$ cat config.mk
export PLATFORM = sky130hd
export DESIGN_NAME = websocket_frame_builder
export DESIGN_NICKNAME = d
export VERILOG_FILES = /design/src/rtl/wsfb_pkg.sv /design/src/rtl/wsfb_core.sv /design/src/rtl/wsfb_skid.sv /design/src/rtl/websocket_frame_builder.sv
export SDC_FILE = /design/constraint.sdc
export NUM_CORES = 1
export LEC_CHECK = 0
export BUFFER_PORTS_ARGS = -buffer_cell sky130_fd_sc_hd__buf_2
export CAP_MARGIN = 0
export CORE_UTILIZATION = 53
export CTS_CLUSTER_SIZE = 10
export DETAILED_ROUTE_END_ITERATION = 10
export PLACE_DENSITY = 0.83
export SYNTH_ARGS = -nofsm -noshare
export SYNTH_HDL_FRONTEND = slang
export SYNTH_SLANG_ARGS = --single-unit
$ cat constraint.sdc
create_clock -name clk_i -period 2.5 [get_ports clk_i]
set_input_delay 0.375 -clock clk_i [delete_from_list [all_inputs] [get_ports clk_i]]
set_output_delay 0.375 -clock clk_i [all_outputs]
set_load 0.02 [all_outputs]
$ cat src/rtl/wsfb_pkg.sv
// shared types, constants and header byte function of the websocket frame builder
package wsfb_pkg;

  localparam int LENGTH_BITS_DEF = 24;
  localparam int PAYLOAD_LEN_W   = 24;
  localparam int MAX_PAYLOAD_W   = 24;
  localparam int CAPACITY_W      = 25;
  localparam int CFG_IDX_W       = 2;
  localparam int CFG_DATA_W      = 25;
  localparam int IN_TDATA_W      = 72;
  localparam int OUT_TDATA_W     = 8;
  localparam int STATUS_W        = 2;

  localparam logic [MAX_PAYLOAD_W-1:0] MAX_PAYLOAD_RST = 24'(4 * 1024 * 1024);
  localparam logic [CAPACITY_W-1:0]    CAPACITY_RST    = 25'd16777229;
  localparam logic [CAPACITY_W-1:0]    MIN_CAPACITY    = 25'd6;

  localparam logic [PAYLOAD_LEN_W-1:0] LEN_7BIT_MAX  = 24'd125;
  localparam logic [PAYLOAD_LEN_W-1:0] LEN_16BIT_MAX = 24'd65535;

  localparam logic [7:0] FIN_BIT   = 8'h80;
  localparam logic [7:0] MASK_BIT  = 8'h80;
  localparam logic [7:0] LEN_CODE16 = 8'd126;
  localparam logic [7:0] LEN_CODE64 = 8'd127;

  // index of the final header byte for each length form
  localparam logic [3:0] HDR_LAST_SHORT = 4'd5;
  localparam logic [3:0] HDR_LAST_MID   = 4'd7;
  localparam logic [3:0] HDR_LAST_LONG  = 4'd13;

  localparam logic [CFG_IDX_W-1:0] CFG_MAX_PAYLOAD = 2'd0;
  localparam logic [CFG_IDX_W-1:0] CFG_CAPACITY    = 2'd1;

  typedef enum logic [STATUS_W-1:0] {
    ST_OK      = 2'd0,
    ST_SIZE    = 2'd1,
    ST_NOFRAME = 2'd2
  } status_e;

  typedef enum logic {
    OP_START   = 1'b0,
    OP_PAYLOAD = 1'b1
  } operation_e;

  typedef struct packed {
    operation_e                operation;
    logic [3:0]                opcode;
    logic [PAYLOAD_LEN_W-1:0]  payload_length;
    logic [31:0]               mask_word;
    logic [7:0]                data_byte;
  } item_t;

  typedef struct packed {
    logic [7:0] out_byte;
    logic       last;
    status_e    status;
  } res_t;

  typedef struct packed {
    logic                   valid;
    logic [CFG_IDX_W-1:0]   index;
    logic [CFG_DATA_W-1:0]  data;
  } cfg_t;

  function automatic logic [7:0] hdr_byte(logic [3:0] last_idx, logic [3:0] idx,
                                          logic [3:0] opcode, logic [63:0] len,
                                          logic [31:0] key);
    logic [3:0] key_base;
    logic [3:0] len_base;
    logic [3:0] kk;
    logic [3:0] sh;
    logic [7:0] b;
    key_base = last_idx - 4'd3;
    len_base = (last_idx == HDR_LAST_MID) ? 4'd3 : 4'd9;
    kk = idx - key_base;
    sh = len_base - idx;
    if (idx == 4'd0) begin
      b = FIN_BIT | {4'd0, opcode};
    end else if (idx >= key_base) begin
      b = 8'(key >> {~kk[1:0], 3'b000});
    end else if (idx == 4'd1) begin
      if (last_idx == HDR_LAST_SHORT) begin
        b = MASK_BIT | {1'b0, len[6:0]};
      end else if (last_idx == HDR_LAST_MID) begin
        b = MASK_BIT | LEN_CODE16;
      end else begin
        b = MASK_BIT | LEN_CODE64;
      end
    end else begin
      b = 8'(len >> {sh[2:0], 3'b000});
    end
    return b;
  endfunction

endpackage

$ cat src/rtl/wsfb_core.sv
// frame state, configuration registers and header sequencer
module wsfb_core #(
  parameter int LENGTH_BITS = wsfb_pkg::LENGTH_BITS_DEF
) (
  input  logic            clk_i,
  input  logic            rst_ni,
  input  wsfb_pkg::cfg_t  cfg_i,
  input  logic            in_valid_i,
  output logic            in_ready_o,
  input  wsfb_pkg::item_t item_i,
  output logic            res_valid_o,
  output wsfb_pkg::res_t  res_o,
  input  logic            res_ready_i
);

  localparam int LEN_W = (LENGTH_BITS < wsfb_pkg::PAYLOAD_LEN_W) ? LENGTH_BITS
                                                                 : wsfb_pkg::PAYLOAD_LEN_W;

  logic [wsfb_pkg::MAX_PAYLOAD_W-1:0] maxp_q, maxp_d;
  logic [wsfb_pkg::CAPACITY_W-1:0]    cap_q, cap_d;
  logic                               open_q, open_d;
  logic                               rej_q, rej_d;
  logic [LEN_W-1:0]                   rem_q, rem_d;
  logic [1:0]                         phase_q, phase_d;
  logic [31:0]                        mask_q, mask_d;
  logic                               busy_q, busy_d;
  logic [3:0]                         idx_q, idx_d;
  logic [3:0]                         hlast_q, hlast_d;
  logic [3:0]                         opc_q, opc_d;

  logic                               in_fire;
  logic [LEN_W-1:0]                   len_c;
  logic [wsfb_pkg::PAYLOAD_LEN_W-1:0] len_ext;
  logic [3:0]                         hlast_c;
  logic [wsfb_pkg::CAPACITY_W:0]      frame_sz;
  logic                               reject_c;
  logic [7:0]                         key_byte;

  assign in_ready_o = res_ready_i && !busy_q;
  assign in_fire    = in_valid_i && in_ready_o;

  assign len_c   = item_i.payload_length[LEN_W-1:0];
  assign len_ext = wsfb_pkg::PAYLOAD_LEN_W'(len_c);

  always_comb begin
    if (len_ext <= wsfb_pkg::LEN_7BIT_MAX) begin
      hlast_c = wsfb_pkg::HDR_LAST_SHORT;
    end else if (len_ext <= wsfb_pkg::LEN_16BIT_MAX) begin
      hlast_c = wsfb_pkg::HDR_LAST_MID;
    end else begin
      hlast_c = wsfb_pkg::HDR_LAST_LONG;
    end
  end

  assign frame_sz = (wsfb_pkg::CAPACITY_W+1)'(hlast_c) + (wsfb_pkg::CAPACITY_W+1)'(1)
                  + (wsfb_pkg::CAPACITY_W+1)'(len_ext);
  assign reject_c = (cap_q < wsfb_pkg::MIN_CAPACITY) || (len_ext > maxp_q)
                  || (frame_sz > (wsfb_pkg::CAPACITY_W+1)'(cap_q));

  assign key_byte = 8'(mask_q >> {~phase_q, 3'b000});

  always_comb begin
    maxp_d  = maxp_q;
    cap_d   = cap_q;
    open_d  = open_q;
    rej_d   = rej_q;
    rem_d   = rem_q;
    phase_d = phase_q;
    mask_d  = mask_q;
    busy_d  = busy_q;
    idx_d   = idx_q;
    hlast_d = hlast_q;
    opc_d   = opc_q;
    res_valid_o     = 1'b0;
    res_o.out_byte  = '0;
    res_o.last      = 1'b0;
    res_o.status    = wsfb_pkg::ST_OK;

    if (cfg_i.valid) begin
      case (cfg_i.index)
        wsfb_pkg::CFG_MAX_PAYLOAD: maxp_d = cfg_i.data[wsfb_pkg::MAX_PAYLOAD_W-1:0];
        wsfb_pkg::CFG_CAPACITY:    cap_d  = cfg_i.data[wsfb_pkg::CAPACITY_W-1:0];
        default: ;
      endcase
    end

    if (busy_q && res_ready_i) begin
      res_valid_o    = 1'b1;
      res_o.out_byte = wsfb_pkg::hdr_byte(hlast_q, idx_q, opc_q, 64'(rem_q), mask_q);
      res_o.last     = (idx_q == hlast_q) && (rem_q == '0);
      idx_d          = idx_q + 4'd1;
      if (idx_q == hlast_q) begin
        busy_d = 1'b0;
      end
    end else if (in_fire) begin
      if (item_i.operation == wsfb_pkg::OP_START) begin
        open_d  = (len_c != '0);
        rem_d   = len_c;
        phase_d = 2'd0;
        mask_d  = item_i.mask_word;
        res_valid_o = 1'b1;
        if (reject_c) begin
          rej_d        = 1'b1;
          res_o.last   = 1'b1;
          res_o.status = wsfb_pkg::ST_SIZE;
        end else begin
          rej_d          = 1'b0;
          busy_d         = 1'b1;
          idx_d          = 4'd1;
          hlast_d        = hlast_c;
          opc_d          = item_i.opcode;
          res_o.out_byte = wsfb_pkg::FIN_BIT | {4'd0, item_i.opcode};
        end
      end else if (!open_q) begin
        res_valid_o  = 1'b1;
        res_o.last   = 1'b1;
        res_o.status = wsfb_pkg::ST_NOFRAME;
      end else begin
        rem_d = rem_q - LEN_W'(1);
        if (rem_q == LEN_W'(1)) begin
          open_d = 1'b0;
          rej_d  = 1'b0;
        end
        if (!rej_q) begin
          res_valid_o    = 1'b1;
          res_o.out_byte = item_i.data_byte ^ key_byte;
          res_o.last     = (rem_q == LEN_W'(1));
          phase_d        = phase_q + 2'd1;
        end
      end
    end
  end

  always_ff @(posedge clk_i or negedge rst_ni) begin
    if (!rst_ni) begin
      maxp_q  <= wsfb_pkg::MAX_PAYLOAD_RST;
      cap_q   <= wsfb_pkg::CAPACITY_RST;
      open_q  <= 1'b0;
      rej_q   <= 1'b0;
      rem_q   <= '0;
      phase_q <= 2'd0;
      mask_q  <= '0;
      busy_q  <= 1'b0;
      idx_q   <= 4'd0;
      hlast_q <= wsfb_pkg::HDR_LAST_SHORT;
      opc_q   <= 4'd0;
    end else begin
      maxp_q  <= maxp_d;
      cap_q   <= cap_d;
      open_q  <= open_d;
      rej_q   <= rej_d;
      rem_q   <= rem_d;
      phase_q <= phase_d;
      mask_q  <= mask_d;
      busy_q  <= busy_d;
      idx_q   <= idx_d;
      hlast_q <= hlast_d;
      opc_q   <= opc_d;
    end
  end

endmodule

$ cat src/rtl/wsfb_skid.sv
// two-entry result buffer between the core and the output stream
module wsfb_skid (
  input  logic           clk_i,
  input  logic           rst_ni,
  input  logic           wr_valid_i,
  output logic           wr_ready_o,
  input  wsfb_pkg::res_t wr_data_i,
  output logic           rd_valid_o,
  input  logic           rd_ready_i,
  output wsfb_pkg::res_t rd_data_o
);

  wsfb_pkg::res_t mem_q [2];
  logic           wptr_q, wptr_d;
  logic           rptr_q, rptr_d;
  logic [1:0]     cnt_q, cnt_d;
  logic           wr_fire;
  logic           rd_fire;

  assign wr_ready_o = (cnt_q != 2'd2);
  assign rd_valid_o = (cnt_q != 2'd0);
  assign rd_data_o  = mem_q[rptr_q];
  assign wr_fire    = wr_valid_i && wr_ready_o;
  assign rd_fire    = rd_valid_o && rd_ready_i;

  always_comb begin
    wptr_d = wptr_q ^ wr_fire;
    rptr_d = rptr_q ^ rd_fire;
    cnt_d  = cnt_q + {1'b0, wr_fire} - {1'b0, rd_fire};
  end

  always_ff @(posedge clk_i) begin
    if (wr_fire) begin
      mem_q[wptr_q] <= wr_data_i;
    end
  end

  always_ff @(posedge clk_i or negedge rst_ni) begin
    if (!rst_ni) begin
      wptr_q <= 1'b0;
      rptr_q <= 1'b0;
      cnt_q  <= 2'd0;
    end else begin
      wptr_q <= wptr_d;
      rptr_q <= rptr_d;
      cnt_q  <= cnt_d;
    end
  end

endmodule

$ cat src/rtl/websocket_frame_builder.sv
// top level of the masked client websocket frame builder
// A payload item is taken every clock while the header sequencer is idle and the result
// buffer has room; in an open, accepted frame it gives one masked byte, registered in the
// result buffer. A start item that passes the size checks holds the input while the header
// of 6, 8 or 14 bytes (7-bit, 16-bit or 64-bit length form) is sent, one byte at a time by
// the header sequencer after the first; a rejected start gives one error item. Results pass
// through a two-entry buffer, so the input keeps flowing while the buffer has a free entry
// and stalls once both entries are full. Configuration writes are taken every cycle.
module websocket_frame_builder #(
  parameter int LENGTH_BITS = wsfb_pkg::LENGTH_BITS_DEF
) (
  input  logic                              clk_i,
  input  logic                              rst_ni,
  input  logic                              s_axis_tvalid,
  output logic                              s_axis_tready,
  // opcode, payload_length, mask_word, data_byte, zero fill
  input  logic [wsfb_pkg::IN_TDATA_W-1:0]   s_axis_tdata,
  // operation
  input  logic                              s_axis_tuser,
  output logic                              m_axis_tvalid,
  input  logic                              m_axis_tready,
  // out_byte
  output logic [wsfb_pkg::OUT_TDATA_W-1:0]  m_axis_tdata,
  output logic                              m_axis_tlast,
  // status
  output logic [wsfb_pkg::STATUS_W-1:0]     m_axis_tuser,
  input  logic                              cfg_valid_i,
  output logic                              cfg_ready_o,
  input  logic [wsfb_pkg::CFG_IDX_W-1:0]    cfg_index_i,
  input  logic [wsfb_pkg::CFG_DATA_W-1:0]   cfg_data_i
);

  wsfb_pkg::item_t item;
  wsfb_pkg::cfg_t  cfg;
  wsfb_pkg::res_t  core_res;
  wsfb_pkg::res_t  out_res;
  logic            core_valid;
  logic            buf_ready;

  assign cfg_ready_o = 1'b1;
  assign cfg.valid   = cfg_valid_i;
  assign cfg.index   = cfg_index_i;
  assign cfg.data    = cfg_data_i;

  assign item.operation      = wsfb_pkg::operation_e'(s_axis_tuser);
  assign item.opcode         = s_axis_tdata[3:0];
  assign item.payload_length = s_axis_tdata[27:4];
  assign item.mask_word      = s_axis_tdata[59:28];
  assign item.data_byte      = s_axis_tdata[67:60];

  wsfb_core #(
    .LENGTH_BITS(LENGTH_BITS)
  ) u_core (
    .clk_i       (clk_i),
    .rst_ni      (rst_ni),
    .cfg_i       (cfg),
    .in_valid_i  (s_axis_tvalid),
    .in_ready_o  (s_axis_tready),
    .item_i      (item),
    .res_valid_o (core_valid),
    .res_o       (core_res),
    .res_ready_i (buf_ready)
  );

  wsfb_skid u_skid (
    .clk_i      (clk_i),
    .rst_ni     (rst_ni),
    .wr_valid_i (core_valid),
    .wr_ready_o (buf_ready),
    .wr_data_i  (core_res),
    .rd_valid_o (m_axis_tvalid),
    .rd_ready_i (m_axis_tready),
    .rd_data_o  (out_res)
  );

  assign m_axis_tdata = out_res.out_byte;
  assign m_axis_tlast = out_res.last;
  assign m_axis_tuser = out_res.status;

endmodule

==> results of run 1 <==
-- worst register-to-register path: stages, from the launching register on --
cell,delay (ps)
dfstp_2,520
inv_1,50
ha_1,290
nand4_1,190
nor4_1,330
buf_4,180
o31a_1,130
a2bb2oi_1,200
buf_4,180
nor3_4,50
buf_12,150
or3_4,390
-- synthesized netlist by cell type (all sizes together) (23+ instances only) --
master / instances / share of area [%]
inv: 69 / 2.8
nor2: 35 / 1.4
o22ai: 23 / 1.6
nand3: 29 / 1.6
o21ai: 72 / 4.0
nand2: 168 / 6.9
clkbuf: 32 / 1.3
dfrtp: 119 / 33
xnor2: 25 / 2.4
mux2: 43 / 5.3
ha: 67 / 9.2
a21oi: 62 / 3.4
-- per-layer routing --
| metal | GRT usage, % | wire length [um] |
|---|---|---|
| met4 | 15.0 | 1400 |
| met2 | 51.8 | 13300 |
| met3 | 5.71 | 2080 |
| met1 | 38.3 | 10300 |
| met5 | 0 | 0 |
-- cells in the final DEF (no fill, tap or decap), types with 8 or more instances in the layout --
cell	n
o21ai_0	67
dfrtp_1	119
xnor2_1	25
nor2_1	31
o22ai_1	23
nand4_1	16
nand2_1	167
buf_4	109
edfxtp_1	22
xor2_1	8
clkbuf_16	17
nor3_1	19
inv_1	66
nand3_1	27
nor4_1	15
a21oi_1	58
mux4_2	16
mux2i_1	14
buf_2	110
a21o_1	8
mux2_2	38
ha_1	65
-- worst paths after layout --
kind	start	to	depth (start not counted)	slack [ps]
min reg2reg	u_core.mask_q[20]	u_core.mask_q[20]	2	500
max in group asynchronous	rst_ni	u_core.cap_q[22]	2	1930
max reg2reg	u_core.maxp_q[22]	u_skid.mem_q[0][10]	11	-410
min	rst_ni	u_core.maxp_q[15]	2	4
max	s_axis_tdata[16]	u_skid.mem_q[0][10]	24	-2020
min in group clk_i	s_axis_tdata[37]	u_core.mask_q[9]	3	120
-- stage by stage --
stage	setup TNS (ps)	std cells	cell area [um^2]
after floorplan	-47750	969	9210
after global placement	-57640	1363	10700
final	-50980	1404	11500
after CTS	-46040	1400	11400
after global routing	-56180	1404	11500
after detailed placement	-62800	1363	10700
-- cell families after synthesis --
group,count (synthesis)
buf+inv,113
mux,73
other cells,1
fa+ha+maj,68
compound gates,205
xor+xnor,33
simple gates,330
flops,146
-- where the power goes --
part | switching (mW) | internal, mW
Combinational | 3.28 | 2.80
Sequential | 0.924 | 3.46
Clock | 1.19 | 1.32
-- sequential cells by signal, indices dropped and copies added (netlist names), 4 cells and up --
name,count
u_core.cap_q,25
u_core.mask_q,32
u_core.idx_q,4
u_core.maxp_q,24
u_core.opc_q,4
u_core.rem_q,24
u_skid.mem_q,22
-- area by class of cell --
type / count / area, um^2
Sequential cell: 146 / 3770
Timing Repair Buffer: 227 / 1490
Clock inverter: 15 / 146
Inverter: 69 / 259
Fill cell: 1191 / 5210
Tap cell: 220 / 275
Clock buffer: 17 / 425
Multi-Input combinational cell: 710 / 5130
-- timing repair --
item / 4_1_cts / 5_1_grt
pin swaps: 3 / 6
setup buffers: 5 / 4
resized for setup: 20 / 12
hold buffers: 0 / 0
endpoints found under the setup margin: 28 / 28
==> results.py, run 1 <==
metrics = {
    "outcome": {
        "outcome": "complete, but fails checks",
        "failed_checks": "setup timing",
    },
    "critical_path": {
        "crit_path_end_kind": "flip-flop",
        "critPathRequiredTime_ps": 2690,
        "cp-start-kind": "primary input",
        "cp_num_buf_inv": 5,
        "critPathKind": "in -> reg",
        "crit_chain": "buf_6, nor4_4, nand3_2, a31oi_4, nor2_4, buf_4, buf_4, fa_2, inv_2, a21o_1, a21oi_4, nor4_4, and3_1, nand4_1, xnor2_1, ha_1, nand3_1, nor4_2, nand2_1, a31o_2, a21oi_4, nor3_4, buf_12, or3_4",
        "max_stage_delay_ps": 380,
        "slowest_stage": "or3_4",
        "path_max_fanout": 11,
        "cpLargestDelayFamily": "simple AND/OR/NAND/NOR gates",
        "critPathArrivalTime_ps": 4700,
    },
    "clocking": {
        "clkSinkCount": 146,
        "clk_path_buf_depth": 2,
        "numCtsBuffers": 17,
        "cts_root_buffer": "clkbuf_16",
        "path_clk_slew_ps": 70,
        "htreeDepth": 4,
        "clkLatencyLatePin_ps": 440,
        "cts_tree": "done",
    },
    "final_layout": {
        "final_util_pct": 68.8,
        "antenna_cells": 0,
        "nets": 1344,
        "syn2layout_area_growth_pct": 26.0,
        "drive_gt1_share_pct": 30.7,
    },
    "timing": {
        "setup_viol": 26,
        "finalCriticalPeriod_ps": 4520,
        "slew_viol_final": 0,
        "max_freq_ghz": 0.221,
        "finalWorstSetupSlack_ps": -2020,
        "fin_skew_ps": 11.5,
        "hold_viol_final": 0,
        "rsz0062_at_grt": "true",
        "min_period_over_period_pct": 181,
        "slew_headroom_pct": 52.1,
        "tightest_slew_ps": 718,
        "hold_slack_ps": 3.89,
    },
    "routing": {
        "dr.first_iter.drc_count": 712,
        "firstDrtPassIters": 7,
        "vias": 8584,
        "drc": 0,
        "wl_per_cell_um": 19.3,
        "ant_nets": 0,
        "finalWirelength_um": 27100,
        "viasPerCell": 6.11,
    },
    "place": {
        "gp_congestion": 0.934,
        "dp_hpwl_um": 18800,
        "port_buffers": 113,
        "place_ws_ps": -2550,
    },
    "global_route": {
        "grt_pass1_wl_um": 42400,
        "grt_max_degree": 125,
        "grt_usage_pct": 30.8,
        "gr-total-overflow": 0,
        "antenna_found_initial": 0,
        "grt_pass1_vias": 8508,
    },
    "die": {
        "placementRows": 47,
        "die_height_um": 133,
        "initial_utilization_pct": 54.6,
        "die_w_um": 133,
        "fp.coreArea_um2": 16700,
        "io_pins": 119,
        "die_area_um2": 17700,
    },
    "synth": {
        "synthCells": 969,
        "synth-adder-area-share_pct": 9.41,
        "synth_compound_area_share_pct": 13.2,
        "syn_area_um2": 9120,
        "synth-simple-area-share_pct": 17.2,
        "synth-seq-cells": 146,
        "synth.area.mux_share_pct": 10.8,
        "syn_area_per_cell_um2": 9.41,
        "yosysSeqAreaShare_pct": 41.3,
        "async_reset_ff_share_pct": 84.9,
        "yosysUniqueCellTypes": 62,
        "synthXorXnorAreaFrac_pct": 3.17,
        "syn_nets": 1142,
        "synth_top_family_by_area": "simple AND/OR/NAND/NOR gates",
        "synthFlopType": "dfrtp_1",
        "synth_edf_count": 22,
        "yosys_warnings": 0,
    },
    "worst_hold_path": {
        "hp-class": "in -> async",
    },
    "pwr": {
        "peakVddDrop_mv": 0.841,
        "finalPower_mw": 13.0,
        "leakagePower_nw": 5.31,
        "power_density_nw_per_um2": 1130,
    },
    "flow_run": {
        "cap_violations": 0,
    },
}
Note: power is estimated with default switching activity, not from simulation.
==> run 2, diff against run 1 <==
--- a/config.mk
+++ b/config.mk
@@ -7,10 +7,10 @@
 export LEC_CHECK = 0
 export BUFFER_PORTS_ARGS = -buffer_cell sky130_fd_sc_hd__buf_2
 export CAP_MARGIN = 0
-export CORE_UTILIZATION = 53
+export CORE_UTILIZATION = 59
 export CTS_CLUSTER_SIZE = 10
 export DETAILED_ROUTE_END_ITERATION = 10
-export PLACE_DENSITY = 0.83
+export PLACE_DENSITY = 0.87
 export SYNTH_ARGS = -nofsm -noshare
 export SYNTH_HDL_FRONTEND = slang
 export SYNTH_SLANG_ARGS = --single-unit
==> constraint.sdc (replaced) <==
create_clock -name clk_i -period 4.4 [get_ports clk_i]
set_input_delay 0.66 -clock clk_i [delete_from_list [all_inputs] [get_ports clk_i]]
set_output_delay 0.66 -clock clk_i [all_outputs]
set_load 0.02 [all_outputs]
==> results.py, run 2 (same netlist as run 1, synthesis figures left out) <==
metrics = {
    "critical_path": {
        "cpLargestDelayFamily": "simple AND/OR/NAND/NOR gates",
        "critPathKind": "in -> reg",
        "slowest_stage": "or3_4",
        "path_max_fanout": 12,
        "r2r-end": "u_skid.mem_q[0][10]",
        "r2r_slack_ps": 990,
        "max_stage_delay_ps": 390,
        "crit_path_end_kind": "flip-flop",
        "r2r_start": "u_core.maxp_q[22]",
        "rr_worst_depth": 9,
        "critPathArrivalTime_ps": 5080,
        "critPathRequiredTime_ps": 4570,
        "cp_num_buf_inv": 5,
        "cp-start-kind": "primary input",
    },
    "timing": {
        "slew_headroom_pct": 19.3,
        "rsz0062_at_grt": "true",
        "tightest_slew_ps": 1210,
        "slew_viol_final": 0,
        "hold_viol_final": 0,
        "finalWorstSetupSlack_ps": -508,
        "min_period_over_period_pct": 112,
        "max_freq_ghz": 0.204,
        "totalNegativeSetupSlack_ps": -10730,
        "fin_skew_ps": 17.5,
        "setup_viol": 26,
        "finalCriticalPeriod_ps": 4910,
        "hold_slack_ps": 328,
    },
    "pwr": {
        "finalPower_mw": 7.03,
        "comb_power_share_pct": 42.9,
        "leakagePower_nw": 5.03,
        "p_sw_share_pct": 40.6,
        "switchingPower_mw": 2.86,
        "power_frac_clock_pct": 20.2,
        "p_seq_share_pct": 36.9,
        "power_density_nw_per_um2": 638,
        "p_int_mw": 4.17,
        "peakVddDrop_mv": 0.383,
    },
    "routing": {
        "dr.first_iter.drc_count": 754,
        "firstDrtPassIters": 8,
        "finalWirelength_um": 25700,
        "drc": 0,
        "vias": 8348,
        "ant_nets": 0,
        "viasPerCell": 6.35,
        "wl_per_cell_um": 19.6,
    },
    "global_route": {
        "antenna_found_initial": 0,
        "grt.met3_usage_pct": 6.62,
        "grt_pass1_vias": 8304,
        "use_met2_pct": 54.5,
        "grt_max_degree": 66,
        "top_usage_layer": "met2",
        "grt_pass1_wl_um": 40800,
        "use_met1_pct": 39.8,
        "gr-total-overflow": 0,
        "grt_usage_pct": 32.9,
    },
    "clocking": {
        "htreeDepth": 4,
        "cts_tree": "done",
        "clk_path_buf_depth": 2,
        "clkLatencyLatePin_ps": 440,
        "numCtsBuffers": 17,
        "path_clk_slew_ps": 60,
        "clkSinkCount": 146,
        "cts_root_buffer": "clkbuf_16",
    },
    "flow_run": {
        "cap_violations": 0,
    },
    "final_layout": {
        "final_util_pct": 72.8,
        "largest-register": "u_core.mask_q",
        "antenna_cells": 0,
        "top_regs": "u_core.mask_q x32, u_core.cap_q x25",
        "final_common_cell": "nand2_1",
        "largest_reg_flops": 32,
        "syn2layout_area_growth_pct": 20.9,
        "nets": 1287,
        "fin_cells": 1315,
        "drive_gt1_share_pct": 26.9,
        "layout_common_cells": "nand2_1 (166), dfrtp_1 (119), buf_2 (110), o21ai_0 (68), inv_1 (66)",
    },
    "die": {
        "fp.coreArea_um2": 15100,
        "die_w_um": 126,
        "die_area_um2": 16000,
        "placementRows": 45,
        "initial_utilization_pct": 60.2,
        "io_pins": 119,
        "die_height_um": 126,
    },
    "place": {
        "port_buffers": 113,
        "gp_congestion": 0.896,
        "post-place-cells": 1274,
        "dp_hpwl_um": 17800,
    },
    "outcome": {
        "failed_checks": "setup timing",
        "outcome": "complete, but fails checks",
    },
    "worst_hold_path": {
        "hp-class": "in -> async",
    },
}
[run 2: metrics by stage]
step,setup slack (ps),cell area (um^2)
after detailed placement,-916,10200
final,-508,11000
after CTS,-333,10900
after global routing,-621,11000
after floorplan,-326,9200
after global placement,-721,10200
[run 2: repair_timing]
action	in CTS	in global routing
resized for setup	25	13
hold buffers	0	0
buffers inserted	8	4
endpoints found under the hold margin	0	0
cloned	0	0
endpoints found under the setup margin	26	26
pin swaps	6	9
[run 2: worst max path at each step]
stage	from	to	slack [ps]	cells after the start
after floorplan	s_axis_tdata[16]	u_skid.mem_q[0][3]	-330	24
after global placement	s_axis_tdata[16]	u_skid.mem_q[0][10]	-720	25
after detailed placement	s_axis_tdata[16]	u_skid.mem_q[0][10]	-920	25
after CTS	s_axis_tdata[16]	u_skid.mem_q[0][10]	-330	25
final	s_axis_tdata[16]	u_skid.mem_q[0][10]	-510	25
after global routing	s_axis_tdata[16]	u_skid.mem_q[0][10]	-620	25
[run 2: power by group through the flow]
stage	clock, mW	combinational (mW)	sequential [mW]
2_1_floorplan	0	2.31	2.27
3_3_place_gp	0	2.75	2.54
3_5_place_dp	0	2.86	2.58
4_1_cts	1.43	2.94	2.56
5_1_grt	1.48	3.29	2.65
6_report	1.42	3.02	2.60
[run 2: final cells by class]
type / instances / area [um^2]
multi-input cells: 710 / 5160
repair buffers: 170 / 1040
clock inverters: 12 / 131
inverters: 69 / 259
flip-flops and latches: 146 / 3770
clock buffers: 20 / 437
fillers: 1005 / 4120
well taps: 188 / 235
[run 2: layer usage]
metal  vias up  part of all wire (%)
met5         -                     0
met4         0                   5.6
met3       135                   7.1
met2       466                    49
met1      4004                    38
li1       3743                     -
